$ cat config.mk
export PLATFORM = sky130hd
export DESIGN_NAME = mjpdtc_ram
export DESIGN_NICKNAME = d
export VERILOG_FILES = /design/src/mjpdtc_ram.sv
export SDC_FILE = /design/constraint.sdc
export NUM_CORES = 1
export LEC_CHECK = 0
export BUFFER_PORTS_ARGS = -buffer_cell sky130_fd_sc_hd__buf_4
export CELL_PAD_IN_SITES_DETAIL_PLACEMENT = 1
export CELL_PAD_IN_SITES_GLOBAL_PLACEMENT = 1
export CORE_MARGIN = 10
export CORE_UTILIZATION = 55
export DETAILED_ROUTE_END_ITERATION = 6
export PLACE_DENSITY = 0.79
export SYNTH_ARGS = -nofsm -noshare
export SYNTH_HDL_FRONTEND = slang
export SYNTH_SLANG_ARGS = --single-unit
$ cat constraint.sdc
create_clock -name clk -period 8.5 [get_ports clk]
set_clock_uncertainty 0.2 [all_clocks]
set_input_delay 2.55 -clock clk [delete_from_list [all_inputs] [get_ports clk]]
set_output_delay 2.55 -clock clk [all_outputs]
set_load 0.01 [all_outputs]
$ cat src/mjpdtc_ram.sv
`timescale 1ns / 1ps

module mjpdtc_ram #(
	parameter int WIDTH = 32,
	parameter int DEPTH = 38,
	localparam int AW = (DEPTH > 1) ? $clog2(DEPTH) : 1
) (
	input  logic             clk,
	input  logic             we,
	input  logic [AW-1:0]    waddr,
	input  logic [WIDTH-1:0] wdata,
	input  logic             re,
	input  logic [AW-1:0]    raddr,
	output logic [WIDTH-1:0] rdata
);

	logic [WIDTH-1:0] mem_q [DEPTH];

	always_ff @(posedge clk) begin
		if (we) begin
			mem_q[waddr] <= wdata;
		end
		if (re) begin
			rdata <= mem_q[raddr];
		end
	end

endmodule

Word level (Yosys, flattened, before mapping)
Memory sizes are Yosys's and may differ from the RTL's. A register that Yosys moved wholly into a read port is not among the register bits.
Index checks and enable logic that the tools add are counted.
{"block": "word_totals", "memories": 1, "reg_bits": 0, "word_cells": 3, "input_bits": 47, "out_inout_bits": 32, "mem_bits_rw": 1216}
{"block": "op_classes", "muxes": 2}
{"memory": "mem_q", "words": 38, "word_bits": 32, "rd": 1, "rd_ports_with_merged_regs": 1, "write_ports": 1, "line_no": "17", "source": "logic [WIDTH-1:0] mem_q [DEPTH];"}
{"op": "two-way mux 1 bit", "n": 2}

Logic depth before layout (Yosys ltp)
{"block": "logic_depth", "depth_word": 2, "depth_mapped": 9, "depth_no_buf": 5}

Worst setup path before layout
Ideal clock, no wire load.
{"block": "synth_timing", "path_kind": "input to register", "start": "in waddr[3]", "end": "mem mem_q[16][0] (enable)", "cell_stages": 3, "n_path_buf": 0, "path_slack_ns": 2.771, "required_ns": 7.839, "setup_time_ns": 0.461, "arrival_time_ns": 5.068, "cell_sequence": "nor2_1 nand4b_1 nor3_1"}
{"element": "start: declaration", "line_no": "10", "source": "input logic [AW-1:0] waddr,"}
{"element": "end: declaration", "line_no": "17"}
Straight into the memory's write port.

==> impl_metrics.json <==
{
  "ir_drop_mv": 0.197,
  "antenna_found_initial": 2,
  "path_cells": "buf_4 -> nor2b_4 -> buf_12 -> a22o_1 -> a221oi_1 -> o22ai_1 -> o41ai_2",
  "r2r-end": "rdata[24]$_DFFE_PP_",
  "grt_setup_unrepaired": "no",
  "yosysUniqueCellTypes": 31,
  "ys.flop_type": "edfxtp_1",
  "ys_seq_elements": 1248,
  "cts_root_buf": "clkbuf_16",
  "dp_slack_ns": 2.52,
  "ioPinCount": 79,
  "clockBufferDepth": 3,
  "num-fill-cells": 7242,
  "die_w_um": 317,
  "fin_nets": 2653,
  "clk_pin_slew_ns": 0.06,
  "final_hold_viol_count": 0,
  "ant_nets": 0,
  "cts_tree": "done",
  "timing.final.crit_period_ns": 5.31,
  "synth_area_mm2": 0.0484,
  "start_util_pct": 55.6,
  "path_depth": 7,
  "fin_ws_ns": 3.19,
  "synth_most_common_cell": "edfxtp_1",
  "critPathRequiredTime_ns": 8.68,
  "grt_usage_pct": 27.5,
  "worstSetupStartpoint": "raddr[1]",
  "grt-ovfl-total": 0,
  "cts_made_buffers": 121,
  "cap_violations": 0,
  "yosys_warnings": 0,
  "vias": 25800,
  "yosys.area.top_type_share_pct": 77.4,
  "detail_route.wl_per_cell_um": 35.7,
  "critPathCapture": "rdata[15]$_DFFE_PP_",
  "async_flop_share_pct": 0,
  "fmax_mhz": 188,
  "yosysTopAreaCell": "edfxtp_1",
  "drive_above_1_share_pct": 16.1,
  "syn_nets": 2543,
  "min_path_type": "flip-flop to flip-flop",
  "ys_seq_area_share_pct": 77.4,
  "viasPerCell": 6.68,
  "grt_pass1_vias": 27200,
  "synth_top_cells_by_count": "edfxtp_1 (1248), mux2i_1 (544), a22oi_1 (128)",
  "critPathSlowestCell": "nor2b_4",
  "timing.final.crit_share_pct": 62.5,
  "worst-path-buf-inv": 2,
  "dp_hpwl_mm": 71.9,
  "syn_to_final_growth_pct": 12.3,
  "grt_max_degree": 103,
  "cpPeakStageDelay_ns": 0.89,
  "io_buffers": 78,
  "power_density_mw_per_mm2": 236,
  "post_cts_resized": 0,
  "leakagePower_nw": 18.4,
  "grt_pass1_wl_mm": 197,
  "r2r-start": "mem_q[16][24]$_DFFE_PP_",
  "power_mw": 12.8,
  "synthCells": 2496,
  "clk_latency_ns": 0.69,
  "holdWs_ns": 0.524,
  "worstMarginPinSlew_ns": 1.31,
  "avgSynthCellArea_um2": 19.4,
  "slew_headroom_pct": 12.6,
  "dieArea_mm2": 0.100,
  "synth-edff-count": 1248,
  "arrival_ns": 5.49,
  "h-tree-depth": 3,
  "cts.sinks": 1248,
  "post_cts_buffers": 0,
  "placementRows": 108,
  "die_y_um": 317,
  "drt-total-wl_mm": 138,
  "crit_type": "primary input to flip-flop",
  "finalMaxSlewViolations": 0,
  "ys_top_cells_by_area": "edfxtp_1 (77%), mux2i_1 (11%), a22oi_1 (2.0%)",
  "crit_path_end_kind": "flip-flop",
  "outcome": "completed",
  "critPathMaxFanout": 102,
  "rrSetupSlack_ns": 6.38,
  "hold_buffers": 0,
  "critPathTopFamily": "buffers and inverters",
  "finalSetupViolations": 0,
  "cp-start-kind": "primary input",
  "core-area_mm2": 0.0870,
  "gp_congestion": 0.769,
  "drt-pass1-iter-count": 6,
  "drc": 0,
  "r2r_cells": 5,
  "drt_iter0_drc": 3275,
  "fin_tns_setup_ns": 0
}
[cell type report]
cell class	instances	area [µm²]	area share, %
diodes	2	5.00	0.00921
well taps	1155	1450	2.66
clock buffers	143	3200	5.88
multi-input cells	1093	10400	19.1
clock inverters	78	684	1.26
flip-flops and latches	1248	37500	69.0
repair buffers	142	1170	2.16
[worst min-delay path: stages, from the launching register on]
cell      delay (ns)
edfxtp_1        0.32
mux2i_1         0.07
nand2_1         0.07
o211ai_1        0.11
o41ai_2         0.06
[cell usage in the layout (no fill, tap or decap), types with 2 or more instances in the layout]
cell,count
clkbuf_1,18
nor2_1,3
clkinv_2,25
inv_6,3
diode_2,2
nor2b_4,2
o41ai_2,32
nor3_2,2
buf_12,8
nand2b_2,2
a221oi_2,12
clkinv_1,32
a221oi_1,52
nor2b_1,3
a22oi_1,128
nand2b_1,2
clkbuf_16,125
buf_4,133
nor2_4,37
edfxtp_1,1248
o211ai_1,32
nand4_1,2
mux2i_1,544
clkinv_4,3
nand2_1,37
bufinv_16,12
o22ai_1,32
nand3_1,4
a22o_1,64
a21oi_1,64
mux4_2,32
clkinvlp_4,2
[power breakdown]
| group | total [mW] | leakage, nW | internal (mW) | switching (mW) |
|---|---|---|---|---|
| Combinational | 0.644 | 5.26 | 0.215 | 0.429 |
| Sequential | 6.86 | 11.3 | 6.83 | 0.0253 |
| Clock | 5.30 | 1.91 | 3.03 | 2.27 |
| Total | 12.8 | 18.4 | 10.1 | 2.73 |
[routing by layer]
| metal | up-vias | track usage [%] | routed length (µm) |
|---|---|---|---|
| li1 | 10500 | - | - |
| met1 | 13400 | 34.7 | 50900 |
| met2 | 1510 | 46.4 | 69300 |
| met3 | 336 | 5.59 | 12200 |
| met4 | 0 | 10.9 | 5650 |
| met5 | - | 0 | 0 |
[registers in the layout (all words and copies together), names as in the netlist]
signal  flops
rdata      32
mem_q    1216
[worst min-delay path by stage]
stage                                       start             endpoint  cells past startpoint
after floorplan            mem_q[36][0]$_DFFE_PP_   rdata[0]$_DFFE_PP_                      4
after global placement    mem_q[36][21]$_DFFE_PP_  rdata[21]$_DFFE_PP_                      4
after detailed placement  mem_q[36][23]$_DFFE_PP_  rdata[23]$_DFFE_PP_                      4
after CTS                 mem_q[36][23]$_DFFE_PP_  rdata[23]$_DFFE_PP_                      4
after global routing      mem_q[36][22]$_DFFE_PP_  rdata[22]$_DFFE_PP_                      4
final                     mem_q[37][22]$_DFFE_PP_  rdata[22]$_DFFE_PP_                      4
[through the flow]
stage / area [µm²] / util (%) / instances
after floorplan: 48400 / - / 2496
after global placement: 50400 / 58.0 / 3638
after detailed placement: 50400 / 58.0 / 3638
after CTS: 54300 / 62.4 / 3859
after global routing: 54300 / 62.4 / 3861
final: 54300 / 62.4 / 3861
[logic make-up (layout without fill, tap and decap cells)]
logic type	Yosys count	in the layout	synth area share (%)
AO/OA/AOI/OAI	416	416	7.10
buffers and inverters	155	363	1.82
flip-flops	1248	1248	77.4
multiplexers	576	576	12.7
other	0	2	0
AND/OR/NAND/NOR	101	101	0.900
Power figures use the tool's default switching activity.
